<file path="src/sv/rv32i_core_mem_sequencer_assert.svh">
// Assertion macros used by the core top-level RTL file.
`ifndef RV32I_CORE_MEM_SEQUENCER_ASSERT_SVH
`define RV32I_CORE_MEM_SEQUENCER_ASSERT_SVH

// Implication checked on every rising clock edge outside reset.
`define RCS_ASSERT_IMP(lbl, clk, rst_n, ante, cons) \
  lbl: assert property (@(posedge clk) disable iff (!rst_n) (ante) |-> (cons)) \
    else $error("assertion failed");

// Condition that must never hold outside reset.
`define RCS_ASSERT_NEVER(lbl, clk, rst_n, cond) \
  lbl: assert property (@(posedge clk) disable iff (!rst_n) !(cond)) \
    else $error("forbidden condition");

`endif

</file>
<file path="src/sv/rcs_pkg.sv">
package rcs_pkg;

  localparam logic [32:0] MemBytesDefault = 33'd65536;

  typedef enum logic [1:0] {
    PH_FETCH = 2'd0,
    PH_LOAD  = 2'd1,
    PH_STORE = 2'd2
  } phase_e;

  typedef enum logic [1:0] {
    EXC_BREAK     = 2'd0,
    EXC_MISALIGN  = 2'd1,
    EXC_ILLEGAL   = 2'd2
  } exc_e;

  localparam logic [6:0] OP_LUI    = 7'h37;
  localparam logic [6:0] OP_AUIPC  = 7'h17;
  localparam logic [6:0] OP_JAL    = 7'h6F;
  localparam logic [6:0] OP_JALR   = 7'h67;
  localparam logic [6:0] OP_BRANCH = 7'h63;
  localparam logic [6:0] OP_LOAD   = 7'h03;
  localparam logic [6:0] OP_STORE  = 7'h23;
  localparam logic [6:0] OP_IMM    = 7'h13;
  localparam logic [6:0] OP_REG    = 7'h33;
  localparam logic [6:0] OP_FENCE  = 7'h0F;
  localparam logic [6:0] OP_SYSTEM = 7'h73;
  localparam logic [31:0] InstrEcall  = 32'h0000_0073;
  localparam logic [31:0] InstrEbreak = 32'h0010_0073;

  localparam logic [4:0] RegSp = 5'd2;
  localparam logic [4:0] RegA0 = 5'd10;
  localparam logic [4:0] RegA1 = 5'd11;

  typedef logic [13:0] waddr_t;

  // One result item.
  typedef struct packed {
    waddr_t      mem_word_addr;
    logic        write_enable;
    logic [31:0] write_data;
    logic        exception_valid;
    logic [1:0]  exception_code;
    logic        ecall_valid;
    logic [31:0] ecall_arg0;
    logic [31:0] ecall_arg1;
    logic        is_last;
  } result_t;

  typedef struct packed {
    logic        cmd;
    logic [31:0] read_data;
  } cmd_t;

  // Outcome of one step: up to two results and the state updates.
  typedef struct packed {
    logic        n_res;      // 0: one result, 1: two results
    logic        any_res;
    result_t     res0;
    result_t     res1;
    logic        rf_we;
    logic [4:0]  rf_waddr;
    logic [31:0] rf_wdata;
    logic [31:0] pc_next;
    phase_e      phase_next;
    logic [31:0] pend_next;
    logic        halt_next;
  } step_t;

  function automatic logic [31:0] sext12(input logic [11:0] v);
    return {{20{v[11]}}, v};
  endfunction

  function automatic result_t mk_res(input logic [31:0] baddr, input logic we,
                                     input logic [31:0] wd, input logic last);
    result_t r;
    r = '0;
    r.mem_word_addr = baddr[15:2];
    r.write_enable  = we;
    r.write_data    = wd;
    r.is_last       = last;
    return r;
  endfunction

  function automatic result_t mk_exc(input exc_e code);
    result_t r;
    r = '0;
    r.exception_valid = 1'b1;
    r.exception_code  = code;
    r.is_last         = 1'b1;
    return r;
  endfunction

endpackage

</file>
<file path="src/sv/rcs_stream_if.sv">
interface rcs_stream_if #(
  parameter int unsigned Width = 1
);
  logic             valid;
  logic             ready;
  logic [Width-1:0] data;

  modport source (output valid, output data, input ready);
  modport sink (input valid, input data, output ready);
endinterface

</file>
<file path="src/sv/rcs_exec.sv">
module rcs_exec import rcs_pkg::*; (
  input  cmd_t        cmd_i,
  input  logic [31:0] stack_init_i,
  input  logic [31:0] pc_i,
  input  phase_e      phase_i,
  input  logic [31:0] pend_i,
  input  logic        halt_i,
  input  logic [31:0] rs1_val_i,
  input  logic [31:0] rs2_val_i,
  input  logic [31:0] a0_val_i,
  input  logic [31:0] a1_val_i,
  output logic [4:0]  rs1_o,
  output logic [4:0]  rs2_o,
  output step_t       step_o
);

  logic [31:0] w, data, a, b, imm_i, imm_s, imm_b, imm_j, addr, nxt, pc4, alu_b, alu_r;
  logic [31:0] v, m, sh_v;
  logic [6:0]  op, f7;
  logic [2:0]  f3;
  logic [4:0]  rd, shamt, off;
  logic        cond, alt, lts, ltu;

  assign data = cmd_i.read_data;
  assign w    = (phase_i == PH_FETCH) ? data : pend_i;
  assign op   = w[6:0];
  assign rd   = w[11:7];
  assign f3   = w[14:12];
  assign f7   = w[31:25];
  assign rs1_o = w[19:15];
  assign rs2_o = w[24:20];
  assign a    = rs1_val_i;
  assign b    = rs2_val_i;
  assign imm_i = sext12(w[31:20]);
  assign imm_s = sext12({w[31:25], w[11:7]});
  assign imm_b = {{20{w[31]}}, w[7], w[30:25], w[11:8], 1'b0};
  assign imm_j = {{12{w[31]}}, w[19:12], w[20], w[30:21], 1'b0};
  assign addr = a + ((op == OP_STORE) ? imm_s : imm_i);
  assign pc4  = pc_i + 32'd4;
  assign lts  = $signed(a) < $signed(alu_b);
  assign ltu  = a < alu_b;
  assign alu_b = (op == OP_REG || op == OP_BRANCH) ? b : imm_i;
  assign shamt = alu_b[4:0];
  assign alt   = (op == OP_REG) ? (f7 == 7'h20) : (f3 == 3'd5 && f7 == 7'h20);

  // ALU
  always_comb begin
    case (f3)
      3'd0:    alu_r = (alt && op == OP_REG) ? a - alu_b : a + alu_b;
      3'd1:    alu_r = a << shamt;
      3'd2:    alu_r = {31'd0, lts};
      3'd3:    alu_r = {31'd0, ltu};
      3'd4:    alu_r = a ^ alu_b;
      3'd5:    alu_r = alt ? 32'($signed(a) >>> shamt) : a >> shamt;
      3'd6:    alu_r = a | alu_b;
      default: alu_r = a & alu_b;
    endcase
  end

  // Branch condition
  always_comb begin
    case (f3)
      3'd0:    cond = (a == b);
      3'd1:    cond = (a != b);
      3'd4:    cond = lts;
      3'd5:    cond = !lts;
      3'd6:    cond = ltu;
      default: cond = !ltu;
    endcase
  end

  // Byte lane shift for load extract and store merge
  assign off  = (f3[1:0] == 2'd0) ? {addr[1:0], 3'd0} : {addr[1], 4'd0};
  assign sh_v = data >> off;
  assign m    = (f3[1:0] == 2'd0) ? 32'hFF : 32'hFFFF;

  always_comb begin
    case (f3)
      3'd0:    v = {{24{sh_v[7]}}, sh_v[7:0]};
      3'd1:    v = {{16{sh_v[15]}}, sh_v[15:0]};
      3'd4:    v = {24'd0, sh_v[7:0]};
      3'd5:    v = {16'd0, sh_v[15:0]};
      default: v = data;
    endcase
  end

  // Step decision
  always_comb begin
    step_t s;
    logic  ill, jmp;
    s = '0;
    s.any_res    = 1'b1;
    s.pc_next    = pc_i;
    s.phase_next = PH_FETCH;
    s.pend_next  = pend_i;
    s.halt_next  = halt_i;
    s.rf_waddr   = rd;
    ill = 1'b0;
    jmp = 1'b0;
    nxt = pc4;
    if (!cmd_i.cmd) begin
      s.pc_next   = '0;
      s.pend_next = '0;
      s.halt_next = 1'b0;
      s.rf_we     = 1'b1;
      s.rf_waddr  = RegSp;
      s.rf_wdata  = stack_init_i;
      s.res0      = mk_res(32'd0, 1'b0, 32'd0, 1'b1);
    end else if (halt_i) begin
      s.any_res = 1'b0;
    end else if (phase_i == PH_LOAD) begin
      s.rf_we    = 1'b1;
      s.rf_wdata = v;
      s.pc_next  = pc4;
      s.res0     = mk_res(pc4, 1'b0, 32'd0, 1'b1);
    end else if (phase_i == PH_STORE) begin
      s.pc_next = pc4;
      s.n_res   = 1'b1;
      s.res0    = mk_res(addr, 1'b1, (data & ~(m << off)) | ((b & m) << off), 1'b0);
      s.res1    = mk_res(pc4, 1'b0, 32'd0, 1'b1);
    end else begin
      unique case (op)
        OP_LUI:    begin s.rf_we = 1'b1; s.rf_wdata = {w[31:12], 12'd0}; jmp = 1'b1; end
        OP_AUIPC:  begin s.rf_we = 1'b1; s.rf_wdata = pc_i + {w[31:12], 12'd0}; jmp = 1'b1; end
        OP_JAL:    begin s.rf_we = 1'b1; s.rf_wdata = pc4; nxt = pc_i + imm_j; jmp = 1'b1; end
        OP_JALR: begin
          if (f3 != 3'd0) ill = 1'b1;
          else begin
            s.rf_we = 1'b1; s.rf_wdata = pc4; nxt = (a + imm_i) & ~32'd1; jmp = 1'b1;
          end
        end
        OP_BRANCH: begin
          if (f3 == 3'd2 || f3 == 3'd3) ill = 1'b1;
          else begin
            if (cond) nxt = pc_i + imm_b;
            jmp = 1'b1;
          end
        end
        OP_LOAD: begin
          if (f3 == 3'd3 || f3 == 3'd6 || f3 == 3'd7) ill = 1'b1;
          else if ((f3 == 3'd2 && addr[1:0] != 2'd0) ||
                   ((f3 == 3'd1 || f3 == 3'd5) && addr[0])) begin
            s.halt_next = 1'b1;
            s.res0      = mk_exc(EXC_MISALIGN);
          end else begin
            s.pend_next  = w;
            s.phase_next = PH_LOAD;
            s.res0       = mk_res(addr, 1'b0, 32'd0, 1'b1);
          end
        end
        OP_STORE: begin
          if (f3 > 3'd2) ill = 1'b1;
          else if ((f3 == 3'd2 && addr[1:0] != 2'd0) || (f3 == 3'd1 && addr[0])) begin
            s.halt_next = 1'b1;
            s.res0      = mk_exc(EXC_MISALIGN);
          end else if (f3 == 3'd2) begin
            s.pc_next = pc4;
            s.n_res   = 1'b1;
            s.res0    = mk_res(addr, 1'b1, b, 1'b0);
            s.res1    = mk_res(pc4, 1'b0, 32'd0, 1'b1);
          end else begin
            s.pend_next  = w;
            s.phase_next = PH_STORE;
            s.res0       = mk_res(addr, 1'b0, 32'd0, 1'b1);
          end
        end
        OP_IMM: begin
          if ((f3 == 3'd1 && f7 != 7'd0) ||
              (f3 == 3'd5 && f7 != 7'd0 && f7 != 7'h20)) ill = 1'b1;
          else begin s.rf_we = 1'b1; s.rf_wdata = alu_r; jmp = 1'b1; end
        end
        OP_REG: begin
          if (f7 != 7'd0 && !(f7 == 7'h20 && (f3 == 3'd0 || f3 == 3'd5))) ill = 1'b1;
          else begin s.rf_we = 1'b1; s.rf_wdata = alu_r; jmp = 1'b1; end
        end
        OP_FENCE: begin
          if (f3 != 3'd0) ill = 1'b1;
          else jmp = 1'b1;
        end
        OP_SYSTEM: begin
          if (w == InstrEbreak) begin
            s.halt_next = 1'b1;
            s.res0      = mk_exc(EXC_BREAK);
          end else if (w != InstrEcall) ill = 1'b1;
          else begin
            jmp = 1'b1;
            s.res0.ecall_valid = 1'b1;
          end
        end
        default: ill = 1'b1;
      endcase
      if (ill) begin
        s.rf_we     = 1'b0;
        s.halt_next = 1'b1;
        s.res0      = mk_exc(EXC_ILLEGAL);
      end else if (jmp) begin
        s.pc_next = nxt;
        if (nxt[1:0] != 2'd0) begin
          s.halt_next = 1'b1;
          s.res0      = mk_exc(EXC_MISALIGN);
        end else begin
          s.res0.mem_word_addr = nxt[15:2];
          s.res0.is_last       = 1'b1;
          if (s.res0.ecall_valid) begin
            s.res0.ecall_arg0 = a0_val_i;
            s.res0.ecall_arg1 = a1_val_i;
          end
        end
      end
    end
    if (s.rf_waddr == 5'd0) s.rf_we = 1'b0;
    step_o = s;
  end

endmodule

</file>
<file path="src/sv/rcs_out_queue.sv">
module rcs_out_queue import rcs_pkg::*; (
  input  logic    clk_i,
  input  logic    rst_ni,
  input  logic    push_i,
  input  logic    two_i,
  input  result_t res0_i,
  input  result_t res1_i,
  output logic    can_push_o,
  rcs_stream_if.source out_o
);

  // Two-entry holding buffer; a new push is allowed once at most one entry remains
  // and it will drain, or the buffer is empty.
  result_t    buf_q [2];
  logic [1:0] cnt_q, cnt_d;
  logic       pop;

  assign pop        = out_o.valid && out_o.ready;
  assign out_o.valid = (cnt_q != 2'd0);
  assign out_o.data = buf_q[0];
  assign can_push_o = (cnt_q == 2'd0) || (cnt_q == 2'd1 && out_o.ready);

  always_comb begin
    cnt_d = cnt_q - {1'b0, pop};
    if (push_i) cnt_d = cnt_d + (two_i ? 2'd2 : 2'd1);
  end

  always_ff @(posedge clk_i or negedge rst_ni) begin
    if (!rst_ni) cnt_q <= '0;
    else cnt_q <= cnt_d;
  end

  // Load new results (any remaining entry drains in the same cycle), else advance
  always_ff @(posedge clk_i) begin
    if (push_i) begin
      buf_q[0] <= res0_i;
      buf_q[1] <= res1_i;
    end else if (pop) begin
      buf_q[0] <= buf_q[1];
    end
  end

endmodule

</file>
<file path="src/sv/rv32i_core_mem_sequencer.sv">
// RV32I core sequenced by memory responses. Every accepted transfer (start
// command or read response) is decoded and executed combinationally and its one
// or two memory requests are placed in a two-entry output buffer, so a new
// transfer is taken every cycle while the sink keeps up; a word store or
// byte/halfword store completion gives two results, which hold the input until
// one drains. The register file is flip-flops read at four ports (rs1, rs2, a0, a1).
module rv32i_core_mem_sequencer import rcs_pkg::*; #(
  parameter logic [32:0] MemBytes = MemBytesDefault
) (
  input  logic        clk_i,
  input  logic        rst_ni,
  input  logic        cfg_we_i,
  input  logic [31:0] cfg_wdata_i,
  rcs_stream_if.sink   in_i,
  rcs_stream_if.source out_o
);

`include "rv32i_core_mem_sequencer_assert.svh"

  logic [31:0] stack_init_q, pc_q, pend_q;
  phase_e      phase_q;
  logic        halt_q, can_push, acc;
  logic [31:0] rf_q [32];
  logic [4:0]  rs1, rs2;
  step_t       step;
  cmd_t        cmd;

  assign cmd      = in_i.data;
  assign in_i.ready = can_push;
  assign acc      = in_i.valid && can_push;

  rcs_exec u_exec (
    .cmd_i(cmd), .stack_init_i(stack_init_q), .pc_i(pc_q), .phase_i(phase_q),
    .pend_i(pend_q), .halt_i(halt_q), .rs1_val_i(rs1 == 5'd0 ? 32'd0 : rf_q[rs1]),
    .rs2_val_i(rs2 == 5'd0 ? 32'd0 : rf_q[rs2]), .a0_val_i(rf_q[RegA0]),
    .a1_val_i(rf_q[RegA1]), .rs1_o(rs1), .rs2_o(rs2), .step_o(step)
  );

  rcs_out_queue u_q (
    .clk_i, .rst_ni, .push_i(acc && step.any_res), .two_i(step.n_res),
    .res0_i(step.res0), .res1_i(step.res1), .can_push_o(can_push), .out_o
  );

  // Hold architectural state
  always_ff @(posedge clk_i or negedge rst_ni) begin
    if (!rst_ni) begin
      stack_init_q <= MemBytes[31:0];
      pc_q    <= '0;
      pend_q  <= '0;
      phase_q <= PH_FETCH;
      halt_q  <= 1'b0;
    end else begin
      if (cfg_we_i) stack_init_q <= cfg_wdata_i;
      if (acc) begin
        pc_q    <= step.pc_next;
        pend_q  <= step.pend_next;
        phase_q <= step.phase_next;
        halt_q  <= step.halt_next;
      end
    end
  end

  always_ff @(posedge clk_i) begin
    if (acc && step.rf_we) rf_q[step.rf_waddr] <= step.rf_wdata;
  end

  `RCS_ASSERT_NEVER(a_halt_not_wait, clk_i, rst_ni, halt_q && phase_q != PH_FETCH)
  `RCS_ASSERT_IMP(a_two_not_exc, clk_i, rst_ni, acc && step.n_res,
                  !step.res0.exception_valid && step.res0.write_enable)
  `RCS_ASSERT_IMP(a_exc_halts, clk_i, rst_ni, acc && step.res0.exception_valid && cmd.cmd,
                  step.halt_next)

endmodule

</file>
<file path="src/flat_wrapper.sv">
// flat-port wrapper written by rule: the top's interface ports become plain ports
module rv32i_core_mem_sequencer_flat import rcs_pkg::*;
#(
  parameter logic [32:0] MemBytes = MemBytesDefault
)
  (clk_i, rst_ni, cfg_we_i, cfg_wdata_i, in_i_valid, in_i_data, in_i_ready, out_o_valid, out_o_data, out_o_ready);
  rcs_stream_if #(.Width($bits(cmd_t))) in_i_i ();
  rcs_stream_if #(.Width($bits(result_t))) out_o_i ();
  input  logic clk_i;
  input  logic rst_ni;
  input  logic cfg_we_i;
  input  logic [31:0] cfg_wdata_i;
  input wire logic [$bits(in_i_i.valid)-1:0] in_i_valid;
  input wire logic [$bits(in_i_i.data)-1:0] in_i_data;
  output wire logic [$bits(in_i_i.ready)-1:0] in_i_ready;
  output wire logic [$bits(out_o_i.valid)-1:0] out_o_valid;
  output wire logic [$bits(out_o_i.data)-1:0] out_o_data;
  input wire logic [$bits(out_o_i.ready)-1:0] out_o_ready;
  assign in_i_i.valid = in_i_valid;
  assign in_i_i.data = in_i_data;
  assign in_i_ready = in_i_i.ready;
  assign out_o_valid = out_o_i.valid;
  assign out_o_data = out_o_i.data;
  assign out_o_i.ready = out_o_ready;
  rv32i_core_mem_sequencer #(.MemBytes(MemBytes)) u_core (.clk_i(clk_i), .rst_ni(rst_ni), .cfg_we_i(cfg_we_i), .cfg_wdata_i(cfg_wdata_i), .in_i(in_i_i), .out_o(out_o_i));
endmodule
</file>
<file path="config.mk">
export PLATFORM = sky130hd
export DESIGN_NAME = rv32i_core_mem_sequencer_flat
export DESIGN_NICKNAME = d
export VERILOG_FILES = /design/src/sv/rcs_pkg.sv /design/src/sv/rcs_stream_if.sv /design/src/sv/rcs_exec.sv /design/src/sv/rcs_out_queue.sv /design/src/sv/rv32i_core_mem_sequencer.sv /design/src/flat_wrapper.sv
export VERILOG_INCLUDE_DIRS = /design/src /design/src/sv
export SDC_FILE = /design/constraint.sdc
export NUM_CORES = 2
export LEC_CHECK = 0
export ABC_AREA = 1
export BUFFER_PORTS_ARGS = -buffer_cell sky130_fd_sc_hd__buf_4
export CORE_AREA = 2 2 454 456
export CTS_CLUSTER_SIZE = 28
export DETAILED_ROUTE_END_ITERATION = 10
export DIE_AREA = 0 0 456 458
export PLACE_DENSITY = 0.68
export SYNTH_ARGS = -nofsm -noshare
export SYNTH_HDL_FRONTEND = slang
export SYNTH_SLANG_ARGS = --single-unit
</file>
<file path="constraint.sdc">
create_clock -name clk_i -period 11.45 [get_ports clk_i]
set_input_delay 1.145 -clock clk_i [delete_from_list [all_inputs] [get_ports clk_i]]
set_output_delay 1.145 -clock clk_i [all_outputs]
set_load 0.05 [all_outputs]
</file>
# Yosys cells after proc, flatten, opt, wreduce, memory -nomap -nowiden

Memories as Yosys holds them, arrays and structs flattened.
Cells that the tools add are included.

Flip-flop bits (word level): 101
Latch bits: 0
Memory bits (writable): 1,256
Memory bits (read-only): 0
Bits of input ports: 70
Output and inout port bits: 118
Memories: 2

Add/sub/neg operators: 10
Multipliers: 0
Divide/modulo/power cells: 0
$lt $le $gt $ge: 3
Equality and inequality tests: 36
Shift operators: 6
Muxes and demuxes: 128
Bitwise logic cells: 8
Reductions and logical operators: 44

Memory list:

| memory           | depth | width | rd ports | clocked after memory_dff | write ports | RTL line                       | text |
|---|---|---|---|---|---|---|---|
| u_core.rf_q      | 32    | 32    | 4        | 0                        | 1           | rv32i_core_mem_sequencer.sv:23 | `logic [31:0] rf_q [32];` |
| u_core.u_q.buf_q | 2     | 116   | 2        | 0                        | 2           | rcs_out_queue.sv:14            | `result_t buf_q [2];` |

Operator list:

| cell                                          | count |
|---|---|
| 116-bit two-way mux                           | 17 |
| 32-bit two-way mux                            | 22 |
| 232-bit two-way mux                           | 2 |
| 116-bit one-hot mux with 3 select lines       | 1 |
| 233-bit two-way mux                           | 1 |
| 32-bit one-hot mux with 7 select lines        | 1 |
| 64-bit two-way mux                            | 3 |
| 32-bit one-hot mux with 6 select lines        | 1 |
| 32-bit adder                                  | 5 |
| 32-bit one-hot mux with 4 select lines        | 1 |
| 102-bit two-way mux                           | 1 |
| 99-bit two-way mux                            | 1 |
| 32-bit one-hot mux with 3 select lines        | 1 |
| 35-bit two-way mux                            | 2 |
| 34-bit two-way mux                            | 2 |
| 34-bit one-hot mux with 2 select lines        | 1 |
| 67-bit two-way mux                            | 1 |
| 33-bit two-way mux                            | 2 |
| 66-bit two-way mux                            | 1 |
| 65-bit two-way mux                            | 1 |
| 32-bit bitwise AND                            | 2 |
| 32-bit less-than comparator                   | 2 |
| 32-bit bitwise OR                             | 2 |
| 32-bit by 5-bit left shift with 32-bit output | 2 |
| other kinds (58)                              | 160 |

# Depth between registers and ports, before layout

Depth in word-level cells: 27
Mapped depth: 51
Depth with buffers taken out: 47

# Cells and area by module

A second synthesis with hierarchy kept.

Cell total of the unflattened synthesis: 11,328
Area total of the unflattened synthesis: 88,533.7 µm²

By module, submodules not included:

| module                   | instances | cells each | area an instance (µm²) | seq. area each (µm²) |
|---|---|---|---|---|
| rv32i_core_mem_sequencer | 1         | 6,183      | 55,914.9               | 33,228.1 |
| rcs_exec                 | 1         | 4,482      | 23,618.9               | 0.0 |
| rcs_out_queue            | 1         | 663        | 8,999.9                | 7,016.7 |

# Worst setup path before layout

No wires, ideal clock.

Path type: input to register
Start point: input out_o_ready
End point: memory u_core.u_q.buf_q[0][0] (netlist name) (enable)
Data arrival time: 9.307 ns
Setup slack: 1.392 ns
Stages on the path: 2
Buffers on the path: 0
Path through: inv_1 o21ai_0

RTL lines:

| element         | RTL line            | text |
|---|---|---|
| start, declared | flat_wrapper.sv:18  | `input wire logic [$bits(out_o_i.ready)-1:0] out_o_ready;` |
| end, declared   | rcs_out_queue.sv:14 |  |

==> results.json <==
{
  "status": "completed",
  "design.die.area_um2": 209000,
  "cts-resized-gates": 0,
  "setup_tns_ns": 0,
  "period_share_pct": 90.9,
  "cts_buffers": 144,
  "yosysSeqAreaShare_pct": 44.8,
  "drtPass1Iterations": 7,
  "layout_min_cycle_time_ns": 10.41,
  "crit_path_max_incr_delay_ns": 0.95,
  "power_frac_clock_pct": 32.0,
  "h-tree-depth": 4,
  "final_nets": 11300,
  "critPathLaunchType": "register",
  "die_w_um": 456,
  "final_common_cell": "nand2_1",
  "synth_area_um2": 83100,
  "slew_headroom_pct": 1.99,
  "root_buffer": "clkbuf_16",
  "rsz0062_at_grt": "false",
  "reg2reg_to": "u_core.rf_q[18][9]",
  "hold_buffers": 0,
  "wl_met1_mm": 144,
  "fin_cells": 13800,
  "ys_ff_latch": 1256,
  "timing.rr.start": "u_core.phase_q[1]",
  "top_layer": "met5",
  "crit_top_cell": "nand2_1",
  "power_frac_seq_pct": 37.6,
  "grt_pass1_vias": 78800,
  "grt_pass1_wl_mm": 575,
  "p_int_uw": 8980,
  "core_area_um2": 204000,
  "cts_buffer_depth": 3,
  "endpoint": "u_core.rf_q[18][9]",
  "clock-skew-final_ns": 0.0550,
  "r2r_slack_ns": 1.04,
  "antenna_left": 0,
  "fin_hold_ws_ns": 0.282,
  "via_per_inst": 6.17,
  "syn_area_per_cell_um2": 7.52,
  "initial_utilization_pct": 40.8,
  "synth_cell_types": 69,
  "io_pins": 188,
  "wl_per_cell_um": 29.7,
  "startpoint": "u_core.phase_q[1]",
  "grt_max_degree": 111,
  "drt_iter0_markers": 14100,
  "maxSlewViolCount": 0,
  "clk_pin_slew_ns": 0.07,
  "area_growth_pct": 11.1,
  "fmax_ghz": 0.0961,
  "cts_sinks": 1256,
  "p_per_area_nw_per_um2": 157,
  "slowest_stage": "nand2_1",
  "place_congestion": 1.06,
  "drv_cap": 0,
  "drc": 0,
  "setup_viol": 0,
  "end_kind": "register",
  "vias": 85500,
  "cp_data_arrival_time_ns": 10.84,
  "finalHoldViolCount": 0,
  "grt_remaining_overflow": 0,
  "grt_use_total_pct": 38.0,
  "wl_met3_mm": 51.7,
  "p_sw_uw": 5560,
  "port_buffers": 187,
  "cp_max_fo": 90,
  "p_leak_uw": 0.0400,
  "postRouteWirelength_mm": 412,
  "postCtsSetupRepairBufs": 0,
  "syn_inst": 11100,
  "final_cell_mix": "3860 x nand2_1, 1482 x nand3_1, 1155 x edfxtp_1, 943 x inv_1, 592 x nor2_1",
  "grt_antenna_before_repair": 22,
  "place_inst": 13600,
  "cts_tree": "done",
  "hp-class": "in2async",
  "yosys_warnings": 0,
  "chipHeight_um": 458,
  "swShare_pct": 38.2,
  "required_ns": 11.88,
  "fin_util_pct": 45.3,
  "pwr-share-comb_pct": 30.3,
  "worst_pin_slew_ns": 1.47,
  "rows": 166,
  "path_class": "reg2reg",
  "postPlaceCellArea_um2": 87600,
  "async_flop_share_pct": 8.04,
  "met2_length_mm": 175,
  "final_area_um2": 92400,
  "drive_gt1_share_pct": 8.18,
  "synth_edf_count": 1155,
  "vdd_drop_max_v": 0.000159,
  "worst_skew_pair.late_latency_ns": 0.86,
  "reg2regPathDepth": 33,
  "ys.flop_type": "edfxtp_1",
  "dp_hpwl_mm": 280
}
==> worst min-delay path by stage <==
stage / cells past startpoint / endpoint
after global routing: 1 / u_core.pend_q[18]
final: 1 / u_core.pend_q[25]
after global placement: 2 / u_core.pend_q[8]
after floorplan: 2 / u_core.pend_q[25]
after CTS: 1 / u_core.pend_q[27]
after detailed placement: 2 / u_core.pend_q[26]
==> cell families (layout without fill, tap and decap cells) <==
family / count (synthesis) / after routing / share of synthesized area [%]
AOI/OAI and AO/OA: 1533 / 1533 / 10.5
xor gates and xnor gates: 90 / 90 / 0.948
adders and majority gates: 197 / 197 / 3.03
buffers and inverters: 1647 / 1712 / 8.32
DFF: 1256 / 1256 / 44.8
other: 1 / 42 / 0.00451
and+or+nand+nor: 6299 / 6299 / 32.0
muxes: 28 / 28 / 0.367
==> through the flow <==
step	worst slack, ns	total power [uW]
4_1_cts	1.48	14400
2_1_floorplan	1.39	8140
6_report	1.04	14500
5_1_grt	0.803	14900
3_3_place_gp	1.58	9800
3_5_place_dp	1.51	9800
==> area by class of cell <==
cell class,count,area [um^2]
diodes,10,25.0
clock buffers,182,3820
clock inverters,84,855
fillers,19900,111000
inverters,985,3700
multi-input cells,8179,39600
flip-flops and latches,1256,37200
well taps,2688,3360
repair buffers,461,3770
==> power by group through the flow <==
| stage | combinational (uW) | sequential, uW | clock, uW |
|---|---|---|---|
| final | 4410 | 5470 | 4660 |
| after global routing | 4610 | 5480 | 4830 |
| after CTS | 4260 | 5470 | 4660 |
| after detailed placement | 4240 | 5560 | 0 |
| after global placement | 4240 | 5560 | 0 |
| after floorplan | 2170 | 5970 | 0 |
==> metal layers <==
layer	global-route usage [%]	vias to the layer above
li1	-	36900
met5	0.230	-
met2	56.7	6730
met4	31.8	28
met3	10.3	1690
met1	45.8	40100
==> critical path, delay by kind of cell, from the launching register on <==
family,cells,cell delay (ns)
and+or+nand+nor,21,5.61
AOI/OAI and AO/OA,8,2.42
buffers and inverters,3,1.10
DFF,1,0.41
adders and majority gates,1,0.31
==> registers in the layout (all words and copies together), names as in the netlist <==
register and cells:
u_core.stack_init_q 32, u_core.halt_q 1, u_core.u_q.cnt_q 2, u_core.pend_q 32, u_core.phase_q 2, u_core.pc_q 32
u_core.rf_q 1024, u_core.u_q.buf_q 131
==> synthesized netlist by cell type (7+ instances only) <==
cell | count | share of area, %
a211oi_1 | 28 | 0.25
a21boi_0 | 10 | 0.090
a21o_1 | 10 | 0.090
a21oi_1 | 491 | 3.0
a221oi_1 | 47 | 0.50
a22oi_1 | 12 | 0.11
a31oi_1 | 34 | 0.26
buf_1 | 36 | 0.16
buf_2 | 337 | 2.0
buf_4 | 67 | 0.61
buf_6 | 8 | 0.11
clkbuf_1 | 214 | 0.97
clkinv_1 | 11 | 0.050
dfrtp_1 | 100 | 3.0
edfxtp_1 | 1155 | 42
fa_1 | 7 | 0.17
ha_1 | 190 | 2.9
inv_1 | 945 | 4.3
inv_2 | 28 | 0.13
mux2_2 | 20 | 0.27
mux2i_1 | 8 | 0.096
nand2_1 | 3860 | 17
nand2_2 | 22 | 0.17
nand3_1 | 1483 | 8.9
nand3b_1 | 7 | 0.063
nand4_1 | 94 | 0.71
nor2_1 | 629 | 2.8
nor2_2 | 8 | 0.060
nor3_1 | 63 | 0.38
nor3b_1 | 19 | 0.17
nor3b_2 | 46 | 0.69
nor4_1 | 15 | 0.11
o211ai_1 | 109 | 0.98
o21a_1 | 15 | 0.14
o21ai_0 | 579 | 3.5
o21ai_1 | 57 | 0.34
o21ai_2 | 12 | 0.13
o21bai_1 | 11 | 0.099
o221ai_1 | 37 | 0.39
o22ai_1 | 53 | 0.40
or2_2 | 29 | 0.22
xnor2_1 | 30 | 0.32
xor2_1 | 60 | 0.63
(Power assumes the default switching activity.)
